**src/hdl/ps2_mouse_cursor_tracker_macros.svh**
```systemverilog
// Assertion macros for the PS/2 mouse cursor tracker.
// Used by the top level; the macros expand to nothing when SYNTHESIS is defined.
`ifndef PS2_MOUSE_CURSOR_TRACKER_MACROS_SVH
`define PS2_MOUSE_CURSOR_TRACKER_MACROS_SVH
`ifndef SYNTHESIS
// Same-cycle implication, checked on every rising edge outside reset
`define PMCT_ASSERT_NOW(label, clk, rst, ante, cons) \
  label: assert property (@(posedge clk) disable iff (rst) (ante) |-> (cons)) \
    else $error("pmct check failed");
// Next-cycle implication
`define PMCT_ASSERT_NEXT(label, clk, rst, ante, cons) \
  label: assert property (@(posedge clk) disable iff (rst) (ante) |=> (cons)) \
    else $error("pmct check failed");
`else
`define PMCT_ASSERT_NOW(label, clk, rst, ante, cons)
`define PMCT_ASSERT_NEXT(label, clk, rst, ante, cons)
`endif
`endif

```
**src/hdl/pmct_pkg.sv**
```systemverilog
// Shared types and constants of the PS/2 mouse cursor tracker.
// No dependencies; used by the channel interface users and the top level.
`timescale 1ns / 1ps

package pmct_pkg;

  localparam int unsigned PosW  = 7;
  localparam int unsigned ByteW = 8;
  localparam int unsigned IdxW  = 2;

  // Header byte bits
  localparam int unsigned HdrSyncBit = 3;
  localparam int unsigned HdrOvfXBit = 6;
  localparam int unsigned HdrOvfYBit = 7;

  // Register reset values
  localparam logic [PosW-1:0] MaxXReset = 7'd79;
  localparam logic [PosW-1:0] MaxYReset = 7'd24;

  // Configuration register indexes
  localparam logic [IdxW-1:0] REG_MAX_X = 2'd0;
  localparam logic [IdxW-1:0] REG_MAX_Y = 2'd1;

  // Packet byte position, one-hot
  typedef enum logic [2:0] {
    PH_HEAD = 3'b001,
    PH_DX   = 3'b010,
    PH_DY   = 3'b100
  } phase_t;

  typedef struct packed {
    logic [ByteW-1:0] rx_byte;
  } byte_req_t;

  typedef struct packed {
    logic [PosW-1:0] cursor_x;
    logic [PosW-1:0] cursor_y;
    logic            packet_dropped;
  } cursor_req_t;

endpackage

```
**src/hdl/pmct_chan_if.sv**
```systemverilog
// Valid/ready channel carrying one request payload of a chosen type.
// Depends on nothing; payload types come from pmct_pkg at the instance.
`timescale 1ns / 1ps

interface pmct_chan_if #(
  parameter type payload_t = logic
) ();
  logic     valid;
  logic     ready;
  payload_t payload;

  modport source (output valid, output payload, input ready);
  modport sink (input valid, input payload, output ready);
endinterface

```
**src/hdl/ps2_mouse_cursor_tracker.sv**
```systemverilog
// Top level of the PS/2 mouse cursor tracker: packet framing, cursor update, result register.
// Depends on pmct_pkg, pmct_chan_if and ps2_mouse_cursor_tracker_macros.svh.
`timescale 1ns / 1ps
`include "ps2_mouse_cursor_tracker_macros.svh"

// Takes one mouse byte per cycle and frames three-byte packets: a byte with bit 3 set opens
// a packet, other bytes between packets are dropped. The third byte of a packet moves the
// cursor by half the signed x and minus half the signed y movement, clamped to 0..max_x and
// 0..max_y, unless an overflow bit of the header is set; the result appears on the results
// channel in the cycle after the third byte is taken. The byte channel accepts a byte every
// cycle; it holds off only a third byte that arrives while the previous cursor request is
// still waiting in the single result register. Write max_x (index 0) and max_y (index 1)
// only while no packet is in flight.
module ps2_mouse_cursor_tracker (
  input  logic                             clk,
  input  logic                             rst,
  input  logic                             cfg_we,
  input  logic [pmct_pkg::IdxW-1:0]        cfg_index,
  input  logic [pmct_pkg::PosW-1:0]        cfg_data,
  pmct_chan_if.sink                        bytes,
  pmct_chan_if.source                      results
);

  // Configuration registers
  logic [pmct_pkg::PosW-1:0] max_x;
  logic [pmct_pkg::PosW-1:0] max_y;

  // Packet state
  pmct_pkg::phase_t           phase;
  pmct_pkg::phase_t           phase_next;
  logic                       hdr_ovf;
  logic [pmct_pkg::ByteW-1:0] dx_byte;
  logic [pmct_pkg::PosW-1:0]  pos_x;
  logic [pmct_pkg::PosW-1:0]  pos_y;
  logic [pmct_pkg::PosW-1:0]  pos_x_next;
  logic [pmct_pkg::PosW-1:0]  pos_y_next;

  // Result register
  logic                  out_valid;
  pmct_pkg::cursor_req_t out_req;

  logic [pmct_pkg::ByteW-1:0] rx;
  logic                       in_fire;
  logic                       last_fire;
  logic signed [6:0]          half_dx;
  logic signed [6:0]          half_dy;
  logic signed [8:0]          sum_x;
  logic signed [8:0]          sum_y;

  assign rx        = bytes.payload.rx_byte;
  // Hold off only the closing byte while an unread result occupies the output
  assign bytes.ready = (phase != pmct_pkg::PH_DY) || !out_valid || results.ready;
  assign in_fire   = bytes.valid && bytes.ready;
  assign last_fire = in_fire && (phase == pmct_pkg::PH_DY);

  // Write configuration registers
  always_ff @(posedge clk) begin
    if (rst) begin
      max_x <= pmct_pkg::MaxXReset;
      max_y <= pmct_pkg::MaxYReset;
    end else if (cfg_we) begin
      unique case (cfg_index)
        pmct_pkg::REG_MAX_X: max_x <= cfg_data;
        pmct_pkg::REG_MAX_Y: max_y <= cfg_data;
        default: ;
      endcase
    end
  end

  // Advance packet framing
  always_comb begin
    unique case (phase)
      pmct_pkg::PH_DX: phase_next = pmct_pkg::PH_DY;
      pmct_pkg::PH_DY: phase_next = pmct_pkg::PH_HEAD;
      default:         phase_next = rx[pmct_pkg::HdrSyncBit] ? pmct_pkg::PH_DX
                                                             : pmct_pkg::PH_HEAD;
    endcase
  end

  // Halve signed movements, rounding toward zero
  always_comb begin
    half_dx = 7'((signed'(dx_byte) + 8'(dx_byte[7])) >>> 1);
    half_dy = 7'((signed'(rx) + 8'(rx[7])) >>> 1);
    sum_x   = signed'({2'b00, pos_x}) + 9'(half_dx);
    sum_y   = signed'({2'b00, pos_y}) - 9'(half_dy);
  end

  // Clamp the new position; keep it when the packet overflowed
  always_comb begin
    pos_x_next = pos_x;
    pos_y_next = pos_y;
    if (!hdr_ovf) begin
      if (sum_x < 0) begin
        pos_x_next = '0;
      end else if (sum_x > signed'({2'b00, max_x})) begin
        pos_x_next = max_x;
      end else begin
        pos_x_next = sum_x[pmct_pkg::PosW-1:0];
      end
      if (sum_y < 0) begin
        pos_y_next = '0;
      end else if (sum_y > signed'({2'b00, max_y})) begin
        pos_y_next = max_y;
      end else begin
        pos_y_next = sum_y[pmct_pkg::PosW-1:0];
      end
    end
  end

  // Update packet state and cursor
  always_ff @(posedge clk) begin
    if (rst) begin
      phase   <= pmct_pkg::PH_HEAD;
      hdr_ovf <= 1'b0;
      dx_byte <= '0;
      pos_x   <= '0;
      pos_y   <= '0;
    end else if (in_fire) begin
      phase <= phase_next;
      unique case (phase)
        pmct_pkg::PH_DX: dx_byte <= rx;
        pmct_pkg::PH_DY: begin
          pos_x <= pos_x_next;
          pos_y <= pos_y_next;
        end
        default: hdr_ovf <= rx[pmct_pkg::HdrOvfXBit] | rx[pmct_pkg::HdrOvfYBit];
      endcase
    end
  end

  // Load the result register on the closing byte, drop it once taken
  always_ff @(posedge clk) begin
    if (rst) begin
      out_valid <= 1'b0;
    end else if (last_fire) begin
      out_valid <= 1'b1;
    end else if (results.ready) begin
      out_valid <= 1'b0;
    end
  end

  always_ff @(posedge clk) begin
    if (last_fire) begin
      out_req.cursor_x       <= pos_x_next;
      out_req.cursor_y       <= pos_y_next;
      out_req.packet_dropped <= hdr_ovf;
    end
  end

  assign results.valid   = out_valid;
  assign results.payload = out_req;

  // Checks
  `PMCT_ASSERT_NEXT(a_pos_only_on_close, clk, rst, !last_fire,
                    $stable(pos_x) && $stable(pos_y))
  `PMCT_ASSERT_NOW(a_result_from_close, clk, rst, $rose(out_valid), $past(last_fire))
  `PMCT_ASSERT_NEXT(a_result_matches_pos, clk, rst, last_fire,
                    out_valid && out_req.cursor_x == pos_x && out_req.cursor_y == pos_y)

endmodule

```
**src/flat_wrapper.sv**
```systemverilog
// flat-port wrapper written by rule: the top's interface ports become plain ports
module ps2_mouse_cursor_tracker_flat 
  (clk, rst, cfg_we, cfg_index, cfg_data, bytes_valid, bytes_payload, bytes_ready, results_valid, results_payload, results_ready);
  pmct_chan_if #(.payload_t(pmct_pkg::byte_req_t)) bytes_i ();
  pmct_chan_if #(.payload_t(pmct_pkg::cursor_req_t)) results_i ();
  input  logic clk;
  input  logic rst;
  input  logic cfg_we;
  input  logic [pmct_pkg::IdxW-1:0] cfg_index;
  input  logic [pmct_pkg::PosW-1:0] cfg_data;
  input wire logic [$bits(bytes_i.valid)-1:0] bytes_valid;
  input wire logic [$bits(bytes_i.payload)-1:0] bytes_payload;
  output wire logic [$bits(bytes_i.ready)-1:0] bytes_ready;
  output wire logic [$bits(results_i.valid)-1:0] results_valid;
  output wire logic [$bits(results_i.payload)-1:0] results_payload;
  input wire logic [$bits(results_i.ready)-1:0] results_ready;
  assign bytes_i.valid = bytes_valid;
  assign bytes_i.payload = bytes_payload;
  assign bytes_ready = bytes_i.ready;
  assign results_valid = results_i.valid;
  assign results_payload = results_i.payload;
  assign results_i.ready = results_ready;
  ps2_mouse_cursor_tracker u_core (.clk(clk), .rst(rst), .cfg_we(cfg_we), .cfg_index(cfg_index), .cfg_data(cfg_data), .bytes(bytes_i), .results(results_i));
endmodule
```
**config.mk**
```make
export PLATFORM = sky130hd
export DESIGN_NAME = ps2_mouse_cursor_tracker_flat
export DESIGN_NICKNAME = d
export VERILOG_FILES = /design/src/hdl/pmct_pkg.sv /design/src/hdl/pmct_chan_if.sv /design/src/hdl/ps2_mouse_cursor_tracker.sv /design/src/flat_wrapper.sv
export VERILOG_INCLUDE_DIRS = /design/src /design/src/hdl
export SDC_FILE = /design/constraint.sdc
export NUM_CORES = 1
export LEC_CHECK = 0
export ABC_AREA = 1
export BUFFER_PORTS_ARGS = -buffer_cell sky130_fd_sc_hd__buf_4
export CAP_MARGIN = 30
export CORE_ASPECT_RATIO = 0.7
export CORE_MARGIN = 4
export CORE_UTILIZATION = 35
export CTS_CLUSTER_DIAMETER = 80
export DETAILED_ROUTE_END_ITERATION = 8
export GPL_TIMING_DRIVEN = 0
export PLACE_DENSITY = 0.61
export SLEW_MARGIN = 20
export SYNTH_ARGS = -nofsm -noshare
export SYNTH_HDL_FRONTEND = slang
export SYNTH_SLANG_ARGS = --single-unit
```
**constraint.sdc**
```tcl
create_clock -name clk -period 7.5 [get_ports clk]
set_input_delay 0.375 -clock clk [delete_from_list [all_inputs] [get_ports clk]]
set_output_delay 0.375 -clock clk [all_outputs]
set_load 0.1 [all_outputs]
```
=== Word level (Yosys, flattened, before mapping) ===
Index checks and enable logic that the tools add are counted.

* Memory bits (writable): 0
* Register bits after elaboration: 56
* Bits in latches: 0
* Bits of input ports: 22
* Output and inout bits: 17
* Memories: 0
* Word-level logic and storage cells: 48
* Bits in read-only memories: 0

* Bitwise operators: 2
* Reductions and logical operators: 13
* Eq/ne operators: 4
* Divide/modulo/power cells: 0
* Multiply operators: 0
* $lt $le $gt $ge: 4
* Muxes and demuxes: 10
* Add/subtract/negate cells: 4
* Shift operators: 0

{| class="wikitable"
|+ Operator list
! operator !! number
|-
| $mux W7 || 6
|-
| $gt A9 B8 Y1 || 2
|-
| $lt A9 B1 Y1 const B || 2
|-
| $add A8 B1 Y8 || 2
|-
| $reduce_and A2 Y1 || 5
|-
| $add A8 B7 Y9 || 1
|-
| $sub A8 B7 Y9 || 1
|-
| $pmux W3 S2 || 1
|-
| $eq A3 B2 Y1 const B || 1
|-
| $eq A3 B3 Y1 const B || 1
|-
| $ne A3 B3 Y1 const B || 1
|-
| $eq A2 B1 Y1 const B || 1
|-
| $logic_and A1 B1 Y1 || 2
|-
| $logic_not A2 Y1 || 1
|-
| $logic_or A1 B1 Y1 || 2
|-
| $mux W1 || 2
|-
| $mux W2 || 1
|-
| $reduce_bool A2 Y1 || 1
|-
| $reduce_or A2 Y1 || 1
|-
| $logic_not A1 Y1 || 1
|-
| $not A1 Y1 || 1
|-
| $or A1 B1 Y1 || 1
|}

=== Longest topological paths before layout ===
Gate-level depths: netlist of run 1.

* Word-level depth: 6
* Gate-level depth with buffers: 29
* Mapped depth without buffers: 29

=== Worst setup path after synthesis of run 1 ===
OpenSTA, ideal clock, no wires.

* Kind: reg-to-reg
* Start: register u_core.out_valid (netlist: u_core.results.valid)
* End: register u_core.pos_y[0] in the netlist's numbering
* Required time: 7.442 ns
* Buffers on the path: 1
* Setup time: 0.058 ns
* Period minus slack after synthesis: 3.299 ns
* Slack: 4.201 ns
* Stages on the path, launching flop included: 9
* Arrival time: 3.241 ns
* Path through: dfxtp_1 > nand3_1 > nand2_1 > nor2_1 > inv_1 > nor2_1 > buf_6 > nand2_1 > nand2_1

* Cells in the longest elaborated chain, start to end: 5

{| class="wikitable"
|+ Ends and longest elaborated chain
! element !! RTL line !! source
|-
| from (decl) || ps2_mouse_cursor_tracker.sv:39 || <nowiki>logic out_valid;</nowiki>
|-
| from (signal assigned) || ps2_mouse_cursor_tracker.sv:134 || <nowiki>out_valid <= 1'b0;</nowiki>
|-
| from (signal assigned) || ps2_mouse_cursor_tracker.sv:136 || <nowiki>out_valid <= 1'b1;</nowiki>
|-
| from (signal assigned) || ps2_mouse_cursor_tracker.sv:138 || <nowiki>out_valid <= 1'b0;</nowiki>
|-
| $logic_not A1 Y1 || ps2_mouse_cursor_tracker.sv:52 || <nowiki>assign bytes.ready = (phase != pmct_pkg::PH_DY) || !out_valid || results.ready;</nowiki>
|-
| $logic_or A1 B1 Y1 (2 in a row) || ps2_mouse_cursor_tracker.sv:52 ||
|-
| named net bytes_ready || flat_wrapper.sv:13 || <nowiki>output wire logic [$bits(bytes_i.ready)-1:0] bytes_ready;</nowiki>
|-
| $logic_and A1 B1 Y1 || ps2_mouse_cursor_tracker.sv:53 || <nowiki>assign in_fire = bytes.valid && bytes.ready;</nowiki>
|-
| $reduce_and A2 Y1 (no source line) || n/a ||
|-
| to (signal assigned) || ps2_mouse_cursor_tracker.sv:124 || <nowiki>pos_y <= pos_y_next;</nowiki>
|-
| to (decl) || ps2_mouse_cursor_tracker.sv:34 || <nowiki>logic [pmct_pkg::PosW-1:0] pos_y;</nowiki>
|}

The timed path passes the listed nets, and every way through them passes these cells.
A chain may end at the register's enable or synchronous reset.

=== Final worst setup path of run 1 ===
* Start: register u_core.dx_byte[7] in the netlist's numbering
* End: register u_core.out_req, in the netlist u_core.results.payload[13], data pin

* Cells in the longest elaborated chain, start to end: 6
* Elaborated cells on any way between the ends: 7
* Those cells by class: 2 x add/sub; 2 x order compare; 3 x mux

{| class="wikitable"
|+ Ends and longest elaborated chain
! element !! RTL line !! source
|-
| from (decl) || ps2_mouse_cursor_tracker.sv:32 || <nowiki>logic [pmct_pkg::ByteW-1:0] dx_byte;</nowiki>
|-
| from (signal assigned) || ps2_mouse_cursor_tracker.sv:121 || <nowiki>pmct_pkg::PH_DX: dx_byte <= rx;</nowiki>
|-
| $add A8 B1 Y8 * || ps2_mouse_cursor_tracker.sv:82 || <nowiki>half_dx = 7'((signed'(dx_byte) + 8'(dx_byte[7])) >>> 1);</nowiki>
|-
| $add A8 B7 Y9 * || ps2_mouse_cursor_tracker.sv:84 || <nowiki>sum_x = signed'({2'b00, pos_x}) + 9'(half_dx);</nowiki>
|-
| $gt A9 B8 Y1 || ps2_mouse_cursor_tracker.sv:95 || <nowiki>end else if (sum_x > signed'({2'b00, max_x})) begin</nowiki>
|-
| $mux W7 || ps2_mouse_cursor_tracker.sv:95 ||
|-
| $mux W7 * || ps2_mouse_cursor_tracker.sv:93 || <nowiki>if (sum_x < 0) begin</nowiki>
|-
| $mux W7 * || ps2_mouse_cursor_tracker.sv:92 || <nowiki>if (!hdr_ovf) begin</nowiki>
|-
| named net u_core.pos_x_next (one bit) || ps2_mouse_cursor_tracker.sv:35 || <nowiki>logic [pmct_pkg::PosW-1:0] pos_x_next;</nowiki>
|-
| to (decl) || ps2_mouse_cursor_tracker.sv:40 || <nowiki>pmct_pkg::cursor_req_t out_req;</nowiki>
|}

Mark *: on every way through the listed nets, which the timed path passes. The rest lies on a longest branch.

==> reports/qor.yml, run 1 <==
status: "finished clean"
fin_crit_sh: 0.489
track_usage: 0.155
pwr_density_cell_mw_per_mm2: 156
report.final.slew_viol_count: 0
p_sw_frac: 0.261
clockRootBuffer: "clkbuf_16"
grt_overflow_total: 0
io_buffers: 38
synth_cell_types: 39
postCtsSetupBuffers: 0
setup_viol: 0
clock_sinks: 56
area_delta_synth_final_pct: 17.0
mostFrequentLayoutCells: "nand2_1, inv_1, dfxtp_1"
path_buf_inv: 2
routed_wl_mm: 9.10
crit_top_cell: "nand2_1"
core_mm2: 0.0103
fin_setup_tns_ns: 0
start_util: 0.357
final_hold_viol_count: 0
drt_first_pass_iters: 4
slew_headroom: 0.658
synth_warnings: 0
internal_power_mw: 0.498
multi_input_area_mm2: 0.00208
path_class: "flop to flop"
cts_buffers: 5
htreeDepth: 2
num_antenna_cells: 0
crit_family: "simple AND/OR/NAND/NOR gates"
via_per_inst: 4.71
ctsHoldBuffers: 0
core.rowCount: 31
rsz0062_at_grt: "no"
syn_inst: 499
synth_nets: 557
end_kind: "flop"
die_h_um: 93.8
vias: 3196
power.switching_mw: 0.176
min_period_ns: 3.67
antenna_found_initial: 0
ir_drop_uv: 93.0
ios: 39
gp_congestion: 0.877
die_w_um: 131
fin_ws_ns: 3.83
max_freq_mhz: 273
pre_cts_ws_ns: 3.88
finalClockSkew_ns: 0.00629
drtAntennaViolNets: 0
crit_chain: "nand2_1 -> inv_1 -> ha_1 -> nand3_1 -> nor3_1 -> xor2_1 -> ha_1 -> nand2_1 -> nand2_1 -> a21oi_1 -> xor2_1 -> inv_1 -> ha_1 -> a21oi_1 -> a21boi_0 -> nand2_2 -> nand3_4 -> nand2_1 -> nand3_1 -> nand2_1"
layout-drive-gt1-share: 0.150
r2r_slack_ns: 3.83
nets: 603
synth-seq-cells: 56
worstPathRequired_ns: 7.54
clkSlewWorstSetupHoldPaths_ns: 0.07
design_area_mm2: 0.00431
path_max_fanout: 7
combPwrFrac: 0.150
p_total_mw: 0.674
p_leak_nw: 2.18
grt_max_degree: 17
critPathMaxStageDelay_ns: 0.37
placed_area_mm2: 0.00415
cts_max_path_buffers: 2
netlist_area_mm2: 0.00368
maxCapViolCount: 0
register_area_mm2: 0.00127
hp-class: "input pin to flop"
crit_slowest_cell: "dfxtp_1"
routedWlPerCell_um: 13.4
dp_hpwl_mm: 7.37
nFillCells: 1084
pwr-share-clk: 0.375
clkLatencyLatePin_ns: 0.30
grt_pass1_vias: 2984
worstPathArrival_ns: 3.71
power_frac_seq: 0.475
startpoint_type: "flop"
syn_area_per_cell_um2: 7.38
first_iter_violations: 144
cts_tree: "yes"
cts-resized-gates: 0
grt_pass1_wl_mm: 14.8
worst_pin_slew_ns: 0.513
synth-seq-area-share: 0.345
dieArea_mm2: 0.0123
drcViolationCount: 0
final_common_cell: "nand2_1"
-- flip-flops by register name, indices dropped and copies added, names as in the netlist --
signal                  count
u_core.pos_y                7
u_core.phase                3
u_core.results.valid        1
u_core.dx_byte              8
u_core.results.payload     15
u_core.max_x                7
u_core.max_y                7
u_core.hdr_ovf              1
u_core.pos_x                7
-- through the flow --
step                instances   util  hold WS [ns]
finish                    678  0.418         0.296
global route              678  0.418         0.296
CTS                       678  0.418         0.292
detailed placement        670  0.402         0.441
global placement          669  0.401         0.438
floorplan                 499      -         0.424
-- worst paths after layout --
| path | from | to | cells after the start |
|---|---|---|---|
| max | u_core.dx_byte[7] | u_core.results.payload[13] | 20 |
| min | cfg_data[0] | u_core.max_x[0] | 3 |
| max reg2reg | u_core.dx_byte[7] | u_core.results.payload[13] | 20 |
| min reg2reg | u_core.dx_byte[0] | u_core.dx_byte[0] | 2 |
-- kinds of logic after synthesis --
logic type               share of synthesized area
flip-flops                                   0.345
AO/OA/AOI/OAI                                0.101
buffers and inverters                       0.0911
AND/OR/NAND/NOR                              0.291
XOR/XNOR                                    0.0452
adder cells (fa/ha/maj)                      0.126
-- power groups by stage --
stage               Sequential, mW  Clock, mW  Combinational [mW]
finish                       0.320      0.253               0.101
CTS                          0.320      0.263               0.101
detailed placement           0.327          0               0.100
global placement             0.327          0              0.0976
floorplan                    0.326          0              0.0671
global route                 0.320      0.275               0.113
-- metal layers --
| metal | vias up | share of wire | GRT usage |
|---|---|---|---|
| li1 | 1699 | - | - |
| met1 | 1415 | 0.55 | 0.242 |
| met2 | 75 | 0.38 | 0.216 |
| met3 | 7 | 0.060 | 0.0330 |
| met4 | 0 | 0.0090 | 0.0334 |
| met5 | - | 0 | 0 |
-- tightest hold or removal path: stages --
cell and delay, ns:
buf_4 0.09, nand2_1 0.05, nand3_1 0.05
-- Yosys cell counts, drive strengths merged --
master	instances	share of area
inv	75	0.076
nand3b	1	0.0020
a21oi	31	0.042
buf	2	0.0044
nand2b	1	0.0017
or2	1	0.0017
dlygate4sd1	1	0.0024
o211ai	7	0.014
edfxtp	15	0.12
a31oi	1	0.0017
nor2	24	0.029
nand2	164	0.18
a211oi	1	0.0020
ha	34	0.12
nor3	6	0.0082
xor2	15	0.036
dfxtp	41	0.22
a21boi	1	0.0020
fa	2	0.011
o21ai	19	0.030
clkinv	2	0.0020
clkbuf	3	0.0058
a21o	1	0.0020
xnor2	4	0.0095
nand4	8	0.014
o21bai	3	0.0071
nand3	36	0.054
-- final cells by class --
type / instances / area share
sequential: 56 / 0.295
buffer: 6 / 0.0107
clock buffer: 7 / 0.0357
multi-input combinational: 360 / 0.482
tap: 132 / 0.0383
inverter: 77 / 0.0671
timing repair buffer: 39 / 0.0697
clock inverter: 1 / 0.00116
Note: power is estimated with default switching activity, not from simulation.
==> run 2: changes to the inputs <==
- PLACE_DENSITY: 0.61 -> 0.63
- clock period: 7.5 -> 3.3 ns (I/O delays scaled with it)
==> run 2 against run 1 <==
Non-clock buffer count increased by 16. Critical path depth increased by 1. Final cell count increased by 2.4%. First-iteration DRC count increased by 26%. Clock-buffer cell count decreased by 2. Clock skew increased by 0.0028 ns. Maximum frequency increased by 13%. Power increased by 130%. Critical endpoint unchanged. Largest power group unchanged. Highest routed layer unchanged.
==> reports/qor.yml, run 2 (synthesized netlist as in run 1, its figures left out) <==
finalClockSkew_ns: 0.00906  # +0.00277 ns
fin_crit_sh: 0.987  # +0.498
clkLatencyLatePin_ns: 0.30  # about the same
mostFrequentLayoutCells: "nand2_1, inv_1, buf_4"
cts_buffers: 5  # unchanged
final_hold_viol_count: 0  # unchanged
end_kind: "flop"
placed_area_mm2: 0.00415  # unchanged
core.rowCount: 31  # unchanged
final_common_cell: "nand2_1"
vias: 3369  # +5.4%
track_usage: 0.164  # +0.00874
routed_wl_mm: 9.68  # +6.4%
cts_tree: "yes"
area_delta_synth_final_pct: 28.3
gp_congestion: 0.888  # +1.3%
design_area_mm2: 0.00472  # +9.6%
p_leak_nw: 2.27  # +4.5%
combPwrFrac: 0.162  # +0.012
hold_path_end: "u_core.dx_byte[3]"
clock_sinks: 56  # unchanged
hold_path.startpoint: "rst"
path_class: "flop to flop"
rsz0062_at_grt: "yes"
pwr-share-clk: 0.361  # -0.014
internal_power_mw: 1.09  # +120%
die_h_um: 93.8  # unchanged
routedWlPerCell_um: 13.9  # +4.0%
worstPathArrival_ns: 3.32  # -0.39 ns
r2r_slack_ns: 0.04  # -3.79 ns
power_frac_seq: 0.476  # about the same
first_iter_violations: 182  # +26%
cts_max_path_buffers: 2  # unchanged
layout-drive-gt1-share: 0.272  # +0.122
start_util: 0.357  # unchanged
antenna_found_initial: 0  # unchanged
critPathMaxStageDelay_ns: 0.35  # -0.02 ns
setup_viol: 0  # unchanged
worst_pin_slew_ns: 0.502  # -0.0117 ns
hold_depth: 2  # -1
startpoint_type: "flop"
crit_slowest_cell: "dfxtp_2"
die_w_um: 131  # unchanged
ios: 39  # unchanged
pwr_density_cell_mw_per_mm2: 323  # +110%
path_max_fanout: 4  # -3
ir_drop_uv: 201  # +120%
grt_max_degree: 19  # +2
final_core_util: 0.458  # +0.0401
core_mm2: 0.0103  # unchanged
htreeDepth: 2  # unchanged
dieArea_mm2: 0.0123  # unchanged
slew_headroom: 0.665  # +0.00746
ff2ff_path_depth: 21  # +5.0%
report.final.slew_viol_count: 0  # unchanged
drtAntennaViolNets: 0  # unchanged
drcViolationCount: 0  # unchanged
worstPathRequired_ns: 3.36  # -4.18 ns
power.switching_mw: 0.431  # +150%
crit_top_cell: "ha_4"
min_period_ns: 3.26  # -0.412 ns
io_buffers: 38  # unchanged
nets: 619  # +2.7%
grt_overflow_total: 0  # unchanged
hp-class: "input pin to flop"
status: "finished clean"
grt_pass1_wl_mm: 15.7  # +5.8%
grt_pass1_vias: 3164  # +6.0%
largest_register_ffs: 15  # unchanged
via_per_inst: 4.85  # +3.0%
crit_chain: "nand2_4 -> inv_4 -> ha_4 -> nand3_4 -> xor2_2 -> inv_2 -> ha_4 -> a21oi_4 -> o21ai_4 -> buf_6 -> a21oi_4 -> xor2_2 -> inv_2 -> ha_4 -> a21oi_2 -> a21boi_2 -> nand2_2 -> buf_6 -> nand4_1 -> nand3_2 -> nand2_2"
drt_first_pass_iters: 4  # unchanged
clkSlewWorstSetupHoldPaths_ns: 0.07  # about the same
clockRootBuffer: "clkbuf_16"
timing.rr.start: "u_core.dx_byte[7]"
p_sw_frac: 0.283  # +0.0214
max_freq_mhz: 307  # +13%
r2r-end: "u_core.results.payload[13]"
dp_hpwl_mm: 7.31  # -0.75%
num_antenna_cells: 0  # unchanged
maxCapViolCount: 0  # unchanged
[run 2: worst max path at each step]
stage / start / to / slack, ns / depth (start not counted)
3_5_place_dp: u_core.dx_byte[7] / u_core.results.payload[13] / -0.36 / 19
2_1_floorplan: u_core.results.valid / u_core.pos_y[0] / 0.001 / 8
4_1_cts: u_core.dx_byte[7] / u_core.results.payload[12] / 0.005 / 20
5_1_grt: u_core.dx_byte[1] / u_core.results.payload[13] / -0.12 / 18
6_report: u_core.dx_byte[7] / u_core.results.payload[13] / 0.04 / 21
3_3_place_gp: u_core.dx_byte[7] / u_core.results.payload[13] / -0.27 / 20
[run 2: timing repair]
action | CTS | global route
resized for setup | 23 | 48
buffers inserted | 7 | 9
setup endpoints to repair | 14 | 24
hold buffers | 0 | 0
pin swaps | 10 | 27
[run 2: cell type report]
cell class	instances	area (um2)
Sequential cell	56	1280
Inverter	77	292
Tap cell	132	165
Clock buffer	5	125
Fill cell	1026	5590
Clock inverter	3	23.8
Buffer	6	46.3
Multi-Input combinational cell	360	2360
Timing Repair Buffer	55	435
[run 2: per-layer routing]
layer  share of wire  track usage  up-vias  wire length [um]
met5               0            0        -                 0
met4           0.016       0.0402        0               151
met3           0.064       0.0352       12               624
met2            0.40        0.234      100              3900
met1            0.52        0.248     1531              5000
li1                -            -     1726                 -
[run 2: stage by stage]
step / std cells / worst slack [ns] / setup TNS, ns / power (mW) / hold slack [ns]
finish: 694 / 0.0423 / 0 / 1.53 / 0.0840
global route: 694 / -0.121 / -1.23 / 1.60 / 0.0870
CTS: 685 / 0.00533 / 0 / 1.53 / 0.0798
detailed placement: 670 / -0.357 / -4.24 / 0.971 / 0.401
global placement: 669 / -0.273 / -2.77 / 0.963 / 0.397
floorplan: 499 / 0.00140 / 0 / 0.893 / 0.234
[run 2: power by group through the flow]
| stage | clock [mW] | combinational [mW] | sequential, mW |
|---|---|---|---|
| 4_1_cts | 0.565 | 0.235 | 0.727 |
| 5_1_grt | 0.591 | 0.279 | 0.728 |
| 3_3_place_gp | 0 | 0.221 | 0.742 |
| 6_report | 0.552 | 0.247 | 0.727 |
| 3_5_place_dp | 0 | 0.228 | 0.743 |
| 2_1_floorplan | 0 | 0.152 | 0.741 |
[run 2: critical path, delay by kind of cell (launching register included)]
family	cells	cell delay, ns
and+or+nand+nor	6	0.60
AOI/OAI and AO/OA	5	0.57
DFF	1	0.35
buffers and inverters	5	0.48
xor gates and xnor gates	2	0.38
adders and majority gates	3	0.63
